$ cat src/rtl/core/prgd_pkg.sv
// prgd_pkg: shared types, widths and helpers of the polynomial regression trainer
// no dependencies; used by the interfaces, the shared units and the top level
package prgd_pkg;

  localparam int unsigned DATA_W  = 32;
  localparam int unsigned PROD_W  = 64;
  localparam int unsigned IDX_W   = 4;
  localparam int unsigned LR_W    = 16;
  localparam int unsigned ITER_W  = 20;
  localparam int unsigned CFG_A_W = 2;

  // configuration register indexes
  typedef enum logic [CFG_A_W-1:0] {
    CFG_DEGREE    = 2'd0,
    CFG_LRATE     = 2'd1,
    CFG_TOLERANCE = 2'd2,
    CFG_MAX_ITER  = 2'd3
  } cfg_idx_t;

  // divider request and response
  typedef struct packed {
    logic              start;
    logic [PROD_W-1:0] mag;
  } div_req_t;

  typedef struct packed {
    logic              done;
    logic [PROD_W-1:0] quot;
  } div_rsp_t;

  // clamp a wide signed value to the signed word range
  function automatic logic signed [DATA_W-1:0] sat32(input logic signed [PROD_W-1:0] v);
    logic signed [PROD_W-1:0] hi;
    logic signed [PROD_W-1:0] lo;
    hi = PROD_W'(64'sh0000_0000_7FFF_FFFF);
    lo = -PROD_W'(64'sh0000_0000_8000_0000);
    if (v > hi) begin
      return DATA_W'(32'h7FFF_FFFF);
    end else if (v < lo) begin
      return DATA_W'(32'h8000_0000);
    end
    return v[DATA_W-1:0];
  endfunction

  // q16.16 product back to a wide signed value, floor rounding
  function automatic logic signed [PROD_W-1:0] qshift(input logic signed [PROD_W-1:0] p);
    return {{16{p[PROD_W-1]}}, p[PROD_W-1:16]};
  endfunction

endpackage

$ cat src/rtl/core/prgd_mul.sv
// prgd_mul: shared signed 32x32 multiplier with registered product
// depends on prgd_pkg
module prgd_mul import prgd_pkg::*; (
  input  logic                     clk,
  input  logic signed [DATA_W-1:0] a,
  input  logic signed [DATA_W-1:0] b,
  output logic signed [PROD_W-1:0] prod
);

  logic signed [PROD_W-1:0] prod_r;

  // product lands in the cycle after the operands
  always_ff @(posedge clk) begin
    prod_r <= PROD_W'(a) * PROD_W'(b);
  end

  assign prod = prod_r;

endmodule

$ cat config.mk
export PLATFORM = sky130hd
export DESIGN_NAME = prgd_mul
export DESIGN_NICKNAME = d
export VERILOG_FILES = /design/src/rtl/core/prgd_pkg.sv /design/src/rtl/core/prgd_mul.sv
export SDC_FILE = /design/constraint.sdc
export NUM_CORES = 2
export LEC_CHECK = 0
export ABC_CLOCK_PERIOD_IN_PS = 10400
export BUFFER_PORTS_ARGS = -buffer_cell sky130_fd_sc_hd__clkbuf_2
export CAP_MARGIN = 5
export CORE_MARGIN = 3
export CORE_UTILIZATION = 60
export DETAILED_ROUTE_END_ITERATION = 7
export PLACE_DENSITY_LB_ADDON = 0.1
export RECOVER_POWER = 50
export SETUP_SLACK_MARGIN = 0.2
export SYNTH_ARGS = -nofsm -noshare
export SYNTH_HDL_FRONTEND = slang
export SYNTH_SLANG_ARGS = --single-unit
$ cat constraint.sdc
create_clock -name clk -period 10.4 [get_ports clk]
set_input_delay 1.56 -clock clk [delete_from_list [all_inputs] [get_ports clk]]
set_output_delay 1.56 -clock clk [all_outputs]
set_load 0.005 [all_outputs]
==> metrics.cfg <==
[yosys]
synth_nets = 5215
avgSynthCellArea_um2 = 9.589
synth-main-ff-cell = dfxtp_1
synth_edf_count = 0
synthDistinctLibCells = 63
syn_inst = 3884
synth-seq-cells = 64
synth-async-reset-ratio = 0
yosys_warnings = 0
synth.yosys.seq_area_share = 0.03440
syn_area_um2 = 37240

[placement]
gp_congestion = 0.9106
detailedPlacementHpwl_mm = 81.98
dpl.cell_count = 4705
port_buffers = 128

[cells_and_area]
drive_gt1_frac = 0.04726
layout_commonest_cell = fa_1
syn2layout_area_growth_pct = 4.485
seqCellArea_um2 = 1281
mostFrequentLayoutCells = 1,082 x fa_1, 952 x inv_1, 515 x and2_1
fillers = 5179
multi_input_area_um2 = 31630
nNetsFinal = 5219
largest_register_ffs = 64
final_cell_count_no_fill = 4725

[worst_setup_path]
critPathMaxFanout = 29
worstPathCellList = clkbuf_2 > and2_1 > fa_1 > fa_1 > inv_1 > fa_1 > fa_1 > inv_1 > fa_1 > fa_1 > fa_1 > fa_1 > ha_1 > buf_4 > a21oi_1 > o21ai_0 > a21boi_0 > o21ai_0 > a211oi_4 > o21ai_2 > a221o_1 > a31oi_1 > xnor2_1
crit_buf_inv = 4
critPathCaptureType = flop
cp_slowest_cell = fa_1
start_kind = primary input
max_stage_delay_ps = 570
cpLargestDelayFamily = adder cells
required_ps = 10730
crit_top_cell = fa_1
cp_data_arrival_time_ps = 10010
crit_type = in2reg

[sta]
rsz0062_at_grt = false
clock.fmax_ghz = 0.1033
whs_ps = 1761
tns_ps = 0
slew_viol_final = 0
tightest_slew_ps = 915.5
fin_crit_sh = 0.9305
hold_viol = 0
setup_viol = 0
fin_crit_ps = 9677
slew_headroom = 0.3897

[floorplanning]
rows = 90
die-area_um2 = 65100
initial_core_util = 0.6113
dieWidth_um = 255.1
ios = 129
die_h_um = 255.1
core-area_um2 = 60920

[clock_network]
numCtsBuffers = 9
cts_tree = built
clock-sinks = 64
path_clk_slew_ps = 70
post_cts_resized = 0
h-tree-depth = 3
cts_setup_buffers = 0
root_buffer = clkbuf_16
hold_buffers = 0
clock_path_buffers = 2

[min_path]
hold_class = in2reg

[drt]
wirelength_mm = 98.34
antenna_left = 0
drt_iter0_drc = 1471
dr.pass1.iters = 5
via_count = 25750
wl_per_cell_um = 20.81
via_per_inst = 5.449
drc = 0

[job]
drv_cap = 0

[global_route]
met2_usage = 0.5372
gr-total-overflow = 0
use_met3 = 0.06239
grt_pass1_wl_mm = 160.7
grt_max_degree = 33
grt_pass1_vias = 28810
grt_busiest_layer = met2
antenna_found_initial = 6
gr-usage-met1 = 0.4290
grt_usage = 0.3287

[outcome]
outcome = complete, no violations

==> cell type report <==
class | count | share of cell area
clock inverter | 6 | 0.001801
sequential | 64 | 0.03293
timing repair buffer | 193 | 0.02775
tap | 828 | 0.02662
clock buffer | 10 | 0.005884
antenna | 4 | 0.0002572
multi-input combinational | 2668 | 0.8129
inverter | 952 | 0.09183
==> layer usage <==
layer	vias up	routed length, um
met5	-	47
met4	6	5233
met3	230	7134
met2	949	47530
met1	13510	38400
li1	11050	-
==> synth_stat cells, types with 4 or more instances <==
master    instances  area share
fa_1           1082        0.58
inv_1           952       0.096
and2_1          516       0.087
nand2_1         511       0.052
clkbuf_1        195       0.020
ha_1            184       0.062
a21oi_1          68      0.0091
dfxtp_1          64       0.034
xnor2_1          53       0.012
nor2_1           42      0.0042
o21ai_0          28      0.0038
a21o_1           23      0.0046
xor2_1           22      0.0052
nand3_1          15      0.0020
o21bai_1         15      0.0030
a31oi_1          12      0.0020
nand2b_1          9      0.0015
and3_1            7      0.0012
nand4_1           7      0.0012
nor3_1            6     0.00081
o31ai_1           6      0.0012
a211oi_1          4     0.00081
o21a_1            4     0.00081
or3_1             4     0.00067
==> kinds of logic (layout without fill, tap and decap cells) <==
kind of cell / after synthesis / after routing / synth area share
buffers and inverters: 1152 / 1161 / 0.1162
AND/OR/NAND/NOR: 1134 / 1134 / 0.1537
XOR/XNOR: 75 / 75 / 0.01764
other: 0 / 4 / 0
flip-flops: 64 / 64 / 0.03440
AO/OA/AOI/OAI: 193 / 193 / 0.03464
adder cells (fa/ha/maj): 1266 / 1266 / 0.6434
==> metrics by stage <==
stage / instance area (um2) / setup WS [ps] / util
after floorplan: 37240 / 1579 / -
after global placement: 38660 / 267.0 / 0.6347
after detailed placement: 38660 / 332.1 / 0.6347
after CTS: 38960 / 744.8 / 0.6396
after global routing: 38900 / 373.8 / 0.6386
final: 38910 / 722.8 / 0.6387
==> final timing paths <==
kind,start,to,slack (ps),cells after the start
max,b[8],prod[61],720,23
min,a[0],prod[0],1760,2
Power is not shown: default switching activity piles up to over one toggle a cycle in this logic, so the estimate is an artifact.
