### src/rtl/core/prgd_pkg.sv
// prgd_pkg: shared types, widths and helpers of the polynomial regression trainer
// no dependencies; used by the interfaces, the shared units and the top level
package prgd_pkg;

  localparam int unsigned DATA_W  = 32;
  localparam int unsigned PROD_W  = 64;
  localparam int unsigned IDX_W   = 4;
  localparam int unsigned LR_W    = 16;
  localparam int unsigned ITER_W  = 20;
  localparam int unsigned CFG_A_W = 2;

  // configuration register indexes
  typedef enum logic [CFG_A_W-1:0] {
    CFG_DEGREE    = 2'd0,
    CFG_LRATE     = 2'd1,
    CFG_TOLERANCE = 2'd2,
    CFG_MAX_ITER  = 2'd3
  } cfg_idx_t;

  // divider request and response
  typedef struct packed {
    logic              start;
    logic [PROD_W-1:0] mag;
  } div_req_t;

  typedef struct packed {
    logic              done;
    logic [PROD_W-1:0] quot;
  } div_rsp_t;

  // clamp a wide signed value to the signed word range
  function automatic logic signed [DATA_W-1:0] sat32(input logic signed [PROD_W-1:0] v);
    logic signed [PROD_W-1:0] hi;
    logic signed [PROD_W-1:0] lo;
    hi = PROD_W'(64'sh0000_0000_7FFF_FFFF);
    lo = -PROD_W'(64'sh0000_0000_8000_0000);
    if (v > hi) begin
      return DATA_W'(32'h7FFF_FFFF);
    end else if (v < lo) begin
      return DATA_W'(32'h8000_0000);
    end
    return v[DATA_W-1:0];
  endfunction

  // q16.16 product back to a wide signed value, floor rounding
  function automatic logic signed [PROD_W-1:0] qshift(input logic signed [PROD_W-1:0] p);
    return {{16{p[PROD_W-1]}}, p[PROD_W-1:16]};
  endfunction

endpackage

### src/rtl/core/prgd_div.sv
// prgd_div: restoring divider, 64-bit magnitude by the sample count, one bit a cycle
// depends on prgd_pkg
module prgd_div import prgd_pkg::*; #(
  parameter int unsigned CNT_W = 11
) (
  input  logic             clk,
  input  logic             rst_n,
  input  div_req_t         req,
  input  logic [CNT_W-1:0] divisor,
  output div_rsp_t         rsp
);

  localparam int unsigned STEP_W = $clog2(PROD_W + 1);

  logic              busy_r;
  logic              done_r;
  logic [STEP_W-1:0] step_r;
  logic [PROD_W-1:0] quot_r;
  logic [CNT_W-1:0]  rem_r;
  logic [CNT_W:0]    trial;
  logic              fits;

  // shift in the next dividend bit and try to subtract
  assign trial = {rem_r, quot_r[PROD_W-1]};
  assign fits  = trial >= {1'b0, divisor};

  // control
  always_ff @(posedge clk) begin
    if (!rst_n) begin
      busy_r <= 1'b0;
      done_r <= 1'b0;
      step_r <= '0;
    end else begin
      done_r <= 1'b0;
      if (req.start) begin
        busy_r <= 1'b1;
        step_r <= STEP_W'(PROD_W);
      end else if (busy_r) begin
        step_r <= step_r - 1'b1;
        if (step_r == STEP_W'(1)) begin
          busy_r <= 1'b0;
          done_r <= 1'b1;
        end
      end
    end
  end

  // datapath
  always_ff @(posedge clk) begin
    if (req.start) begin
      quot_r <= req.mag;
      rem_r  <= '0;
    end else if (busy_r) begin
      quot_r <= {quot_r[PROD_W-2:0], fits};
      rem_r  <= fits ? CNT_W'(trial - {1'b0, divisor}) : CNT_W'(trial);
    end
  end

  assign rsp.done = done_r;
  assign rsp.quot = quot_r;

endmodule

### config.mk
export PLATFORM = sky130hd
export DESIGN_NAME = prgd_div
export DESIGN_NICKNAME = d
export VERILOG_FILES = /design/src/rtl/core/prgd_pkg.sv /design/src/rtl/core/prgd_div.sv
export SDC_FILE = /design/constraint.sdc
export NUM_CORES = 1
export LEC_CHECK = 0
export ABC_CLOCK_PERIOD_IN_PS = 2340
export BUFFER_PORTS_ARGS = -buffer_cell sky130_fd_sc_hd__buf_2
export CORE_MARGIN = 1.5
export CORE_UTILIZATION = 45
export DETAILED_ROUTE_END_ITERATION = 12
export PLACE_DENSITY = 0.88
export SYNTH_ARGS = -nofsm -noshare
export SYNTH_HDL_FRONTEND = slang
export SYNTH_SLANG_ARGS = --single-unit
export TNS_END_PERCENT = 1
### constraint.sdc
create_clock -name clk -period 2.34 [get_ports clk]
set_input_delay 0.117 -clock clk [delete_from_list [all_inputs] [get_ports clk]]
set_output_delay 0.117 -clock clk [all_outputs]
set_load 0.005 [all_outputs]
==> results of run 1 <==
-- sequential cells by signal, summed over array words and instances (netlist names) --
| name | flops |
|---|---|
| rem_r | 11 |
| done_r | 1 |
| busy_r | 1 |
| quot_r | 64 |
| step_r | 7 |
-- cell usage after synthesis, types with 4 or more instances --
library cell                n  area, µm²
sky130_fd_sc_hd__edfxtp_1  64       1922
sky130_fd_sc_hd__mux2_2    64      720.7
sky130_fd_sc_hd__nor2_1    22      82.58
sky130_fd_sc_hd__dfxtp_1   20      400.4
sky130_fd_sc_hd__inv_1     18      67.56
sky130_fd_sc_hd__ha_1      13      162.7
sky130_fd_sc_hd__nand2_1   12      45.04
sky130_fd_sc_hd__o21ai_0    9      45.04
sky130_fd_sc_hd__xnor2_1    8      70.07
sky130_fd_sc_hd__a21oi_1    7      35.03
sky130_fd_sc_hd__mux2i_1    7      70.07
sky130_fd_sc_hd__a211oi_1   6      45.04
sky130_fd_sc_hd__buf_1      6      22.52
sky130_fd_sc_hd__clkbuf_1   5      18.77
sky130_fd_sc_hd__nand3_1    5      25.02
sky130_fd_sc_hd__nand2b_1   4      25.02
-- per-stage QoR --
step / utilization [%] / setup slack [ns]
global route: 59.88 / -0.02247
CTS: 59.42 / 0.04935
detailed placement: 57.06 / 0.07225
finish: 59.88 / 0.1025
floorplan: - / 0.03913
global placement: 57.06 / 0.1423
-- metal layers --
layer	vias up	global-route usage [%]	share of wire, %
met5	-	0	0
met4	0	6.176	1.9
met3	14	6.676	6.4
met2	116	31.94	51
met1	1471	20.21	41
li1	1485	-	-
-- critical path: cells and delay by family, from the launching register on --
| kind | cells | cell delay [ns] |
|---|---|---|
| adder cells (fa/ha/maj) | 2 | 0.40 |
| AO/OA/AOI/OAI | 3 | 0.65 |
| AND/OR/NAND/NOR | 1 | 0.05 |
| multiplexers | 1 | 0.26 |
| buffers and inverters | 2 | 0.24 |
| flip-flops | 1 | 0.39 |
-- repair_timing --
item,in CTS,in global routing
endpoints found under the setup margin,0,11
hold endpoints to repair,1,0
gates resized for setup,0,7
setup buffers,0,2
hold buffers,1,0
-- area by class of cell --
type	instances	area [µm²]
inverter	19	71.32
clock buffer	10	127.6
timing repair buffer	156	850.8
sequential	84	2322
clock inverter	6	71.32
fill	725	3550
multi-input combinational	199	1720
tap	108	135.1
-- where the power goes --
| part | leakage (µW) | switching [µW] | total (µW) | internal, µW |
|---|---|---|---|---|
| clock network | 0.0000988 | 550 | 1060 | 506 |
| logic | 0.00133 | 369 | 774 | 405 |
| registers | 0.000808 | 87.4 | 1870 | 1790 |
-- worst max-delay path by stage --
stage | slack [ns] | start | end | depth (start not counted)
2_1_floorplan | 0.04 | quot_r[63] | rem_r[8] | 10
3_3_place_gp | 0.14 | quot_r[63] | quot_r[0] | 9
3_5_place_dp | 0.07 | quot_r[63] | quot_r[0] | 9
4_1_cts | 0.05 | quot_r[63] | quot_r[0] | 9
5_1_grt | -0.02 | quot_r[63] | rem_r[9] | 10
6_report | 0.10 | quot_r[63] | quot_r[0] | 9
-- kinds of logic after synthesis --
kind of cell,after synthesis,share of synthesized area (%)
muxes,71,18.99
adders and majority gates,14,4.387
and+or+nand+nor,59,7.001
xor gates and xnor gates,11,2.314
buffers and inverters,33,3.425
DFF,84,55.77
AOI/OAI and AO/OA,44,8.113
==> impl_results.md, run 1 <==
- Most frequent standard cell in the layout excluding fill and tap cells: sky130_fd_sc_hd__buf_2
- Worst reg2reg startpoint: quot_r[63]
- Netlist area before placement: 4164 µm²
- Wire length of the first global-routing pass: 13810 µm
- Count of flip-flops with a built-in enable after synthesis: 64
- Max-Slew Margin vs Limit: 66.72%
- Net count after synthesis: 408
- CP Capture Type: flop
- Area of the core region: 8848 µm²
- Ratio of cells with drive above 1 in the final layout: 52.53%
- Number of register bits inferred by synthesis: 84
- Setup total negative slack: 0 ns
- Per-instance average area after synthesis: 13.18 µm²
- Count of endpoints failing setup in the final report: 0
- Pre-Repair DR Iteration Count: 4
- Synth async-reset ratio: 0%
- Clock H-tree levels: 3
- Clk sink count: 84
- HPWL reported at the end of detailed placement: 6771 µm
- Share of the cycle needed by the critical path after routing: 95.62%
- Final critical delay including setup and external delays: 2.237 ns
- TritonCTS clock tree: built
- Largest net degree at the start of global routing: 65
- Number of distinct library cell variants in the gate-level netlist after synthesis: 47
- Chain of cells forming the critical path: inv_1 > ha_2 > fa_2 > nor2b_2 > o31a_1 > o21ai_4 > o21ai_2 > buf_6 > mux2_2
- Setup Skew: 0.01110 ns
- Sequential cell area fraction in the yosys report: 55.77%
- Leakage power total: 0.002240 µW
- Total power density per cell area: 699.1 nW/µm²
- Die outline area: 9840 µm²
- Hold path startpoint: req[28]
- Number of port buffers: 142
- CP peak stage delay: 0.39 ns
- End of the worst register-to-register path: quot_r[0]
- Worst reg2reg path depth: 9
- GRT Resource Usage Total: 18.09%
- Initial antenna violation count: 0
- Total routed wirelength: 9212 µm
- Post-placement cell area: 5049 µm²
- Ys flop type: sky130_fd_sc_hd__edfxtp_1
- Total power consumption of the routed design: 3704 µW
- Horizontal extent of the die: 99.20 µm
- Latest clock arrival within the worst-skew pair: 0.35 ns
- Final non-filler cell area: 5299 µm²
- Count of mapped cells out of synthesis: 316
- Hold WS: 0.06166 ns
- Final count of hold timing violations: 0
- R2R setup slack: 0.10 ns
- Clock Tree Root: sky130_fd_sc_hd__clkbuf_8
- Layout overhead on the synthesized area: 27.25%
- DRC: 0
- Startpoint Class: flop
- Yosys synthesis warning count: 0
- Peak supply drop: 0.3982 mV
- Endpoint arrival time on the critical path: 2.34 ns
- Commonest cells after routing, fill and taps aside: sky130_fd_sc_hd__buf_2, sky130_fd_sc_hd__mux2_2, sky130_fd_sc_hd__edfxtp_1
- Number of buffers created by CTS: 9
- Final global-route overflow total: 0
- Die height: 99.20 µm
- Number of global-route vias before repair: 2985
- Total inserted antenna cells: 0
- Last weighted congestion value of the routability-driven placer: 0.9038
- Hold crit path type: input port to flop
- Max Root-Sink Buffers: 2
- Clock-pin slew on the worst setup and hold paths: 0.10 ns
- Vias: 3086
- Worst Hold Path Cells: 2
- Drt first-iter violations: 91
- Per-cell routed wire length: 15.83 µm
- Number of maximum-capacitance constraint violations: 0
- Result of the run: completed
- Critical path peak fanout: 8
- Final Net Count: 561
- Initial cell density of the core: 47.06%
- Worst Setup Path Type: flop to flop
- Placed Instances: 563
- Worst Max-Slew Pin Slew: 0.4946 ns
- Row count: 34
- Hold endpoint: quot_r[28]
- Number of max-slew violations in the final report: 0
- Antenna-violating nets left: 0
- Slowest cell on the critical path: sky130_fd_sc_hd__edfxtp_1
- DR vias/cell: 5.302
- Non-filler instance count after layout: 582
- Achievable frequency: 446.9 MHz
- CP required: 2.44 ns
- Number of top-level pins: 143
Power figures use the tool's default switching activity.
==> run 2: changes to the inputs <==
--- a/config.mk
+++ b/config.mk
@@ -12,3 +12,3 @@
 export DETAILED_ROUTE_END_ITERATION = 12
-export PLACE_DENSITY = 0.88
+export PLACE_DENSITY = 0.76
 export SYNTH_ARGS = -nofsm -noshare
--- a/constraint.sdc
+++ b/constraint.sdc
@@ -3,2 +3,2 @@
 set_output_delay 0.117 -clock clk [all_outputs]
-set_load 0.005 [all_outputs]
+set_load 0.02 [all_outputs]
==> impl_results.md, run 2 (same netlist as run 1, synthesis figures left out) <==
- Final critical-path setup slack: 0.07556 ns
- Die height: 99.20 µm
- Hold crit path type: input port to flop
- Max-Slew Margin vs Limit: 66.31%
- HPWL reported at the end of detailed placement: 6520 µm
- M2 GR Usage: 31.46%
- Setup Skew: 0.01136 ns
- Leakage power total: 0.002222 µW
- Layout overhead on the synthesized area: 26.56%
- CP Capture Type: flop
- Latest clock arrival within the worst-skew pair: 0.34 ns
- Total inserted antenna cells: 0
- Worst path buffer plus inverter count: 2
- Critical path peak fanout: 7
- Max Root-Sink Buffers: 2
- Number of port buffers: 142
- Vias: 3042
- Wire length of the first global-routing pass: 14220 µm
- Achievable frequency: 441.6 MHz
- Initial antenna violation count: 0
- Final count of hold timing violations: 0
- Drt first-iter violations: 84
- Ratio of cells with drive above 1 in the final layout: 52.13%
- Max FFs per register: 64
- Hold_buf cts: 0
- Number of buffers created by CTS: 9
- Busiest grt layer: met2
- Registers with the most flip-flops: quot_r: 64 flops, rem_r: 11 flops, step_r: 7 flops
- Row count: 34
- Number of global-route vias before repair: 2976
- Placed Instances: 561
- Largest net degree at the start of global routing: 76
- Total routed wirelength: 9101 µm
- Gate family responsible for the most delay along the worst path: compound AO/OA/AOI/OAI gates
- Number of maximum-capacitance constraint violations: 0
- Per-cell routed wire length: 15.75 µm
- GRT Resource Usage Total: 18.47%
- Number of fillers in the final layout: 709
- TritonCTS clock tree: built
- Area of the core region: 8848 µm²
- Clock H-tree levels: 3
- Final Net Count: 557
- Total power consumption of the routed design: 3790 µW
- Final critical delay including setup and external delays: 2.264 ns
- Startpoint Class: flop
- Clk sink count: 84
- Peak supply drop: 0.4391 mV
- Commonest cells after routing, fill and taps aside: sky130_fd_sc_hd__buf_2, sky130_fd_sc_hd__mux2_2, sky130_fd_sc_hd__edfxtp_1
- Total power density per cell area: 719.1 nW/µm²
- Initial cell density of the core: 47.06%
- Chain of cells forming the critical path: inv_1 > ha_1 > fa_2 > nor2b_2 > o31a_1 > o21ai_4 > o21ai_2 > buf_4 > mux2_2
- Number of max-slew violations in the final report: 0
- RSZ-0062 raised after global routing: true
- Pre-CTS setup slack: 0.04328 ns
- GR Util met1: 23.00%
- Share of the cycle needed by the critical path after routing: 96.77%
- Non-filler instance count after layout: 578
- Pre-Repair DR Iteration Count: 4
- Horizontal extent of the die: 99.20 µm
- DR vias/cell: 5.263
- Antenna-violating nets left: 0
- Reg with most FFs: quot_r
- CP required: 2.43 ns
- Count of endpoints failing setup in the final report: 0
- Endpoint arrival time on the critical path: 2.35 ns
- DRC: 0
- Clock-pin slew on the worst setup and hold paths: 0.08 ns
- Clock Tree Root: sky130_fd_sc_hd__clkbuf_8
- Final global-route overflow total: 0
- CP peak stage delay: 0.40 ns
- Most frequent standard cell in the layout excluding fill and tap cells: sky130_fd_sc_hd__buf_2
- Result of the run: completed
- Worst Setup Path Type: flop to flop
- Number of top-level pins: 143
- Last weighted congestion value of the routability-driven placer: 0.8633
- Slowest cell on the critical path: sky130_fd_sc_hd__edfxtp_1
- Die outline area: 9840 µm²
- Met3 Track Usage GR: 5.341%
- Worst Max-Slew Pin Slew: 0.5008 ns
==> run 2: cell types whose count changed in the layout (fill, tap and decap cells not counted), sizes merged <==
cell / before / now
buf: 155 / 152
clkinvlp: 1 / 2
dlygate4sd3: 1 / 0
inv: 20 / 19
==> run 2: per-stage QoR <==
| stage | hold WS [ns] | area, µm² | util [%] | TNS (ns) |
|---|---|---|---|---|
| after floorplan | 0.2452 | 4167 | - | -0.1768 |
| after global placement | 0.3611 | 5046 | 57.03 | 0 |
| after detailed placement | 0.3730 | 5046 | 57.03 | 0 |
| after CTS | 0.01139 | 5236 | 59.18 | 0 |
| after global routing | 0.01397 | 5270 | 59.56 | -0.02607 |
| final | 0.02275 | 5270 | 59.56 | 0 |
==> run 2: repair_timing <==
action / in CTS / in global routing
buffers inserted: 0 / 1
hold endpoints to repair: 0 / 0
resized for setup: 0 / 6
endpoints found under the setup margin: 0 / 10
==> run 2: worst paths after layout <==
path / start / to / slack, ns / depth (start not counted)
hold reg to reg: rem_r[4] / rem_r[4] / 0.51 / 2
hold / removal: rst_n / busy_r / 0.02 / 2
setup reg to reg: quot_r[63] / quot_r[0] / 0.08 / 9
setup / recovery: quot_r[63] / quot_r[0] / 0.08 / 9
==> run 2: area by class of cell <==
class	instances	area (µm²)	share of cell area, %
Clock buffer	10	127.6	2.422
Inverter	19	71.32	1.353
Clock inverter	6	62.56	1.187
Sequential cell	84	2322	44.06
Timing Repair Buffer	152	827.0	15.69
Multi-Input combinational cell	199	1724	32.72
Tap cell	108	135.1	2.564
==> run 2: layer usage <==
layer / vias up / share of wire, %
met5: - / 0
met4: 0 / 0.89
met3: 6 / 7.0
met2: 127 / 50
met1: 1442 / 42
li1: 1467 / -
==> run 2: report_power, final <==
group | switching (µW) | leakage, µW | total [µW] | internal, µW
combinational | 501 | 0.00132 | 900 | 400
clock | 524 | 0.0000903 | 1020 | 493
sequential | 85.8 | 0.000808 | 1870 | 1790
total | 1110 | 0.00222 | 3790 | 2680
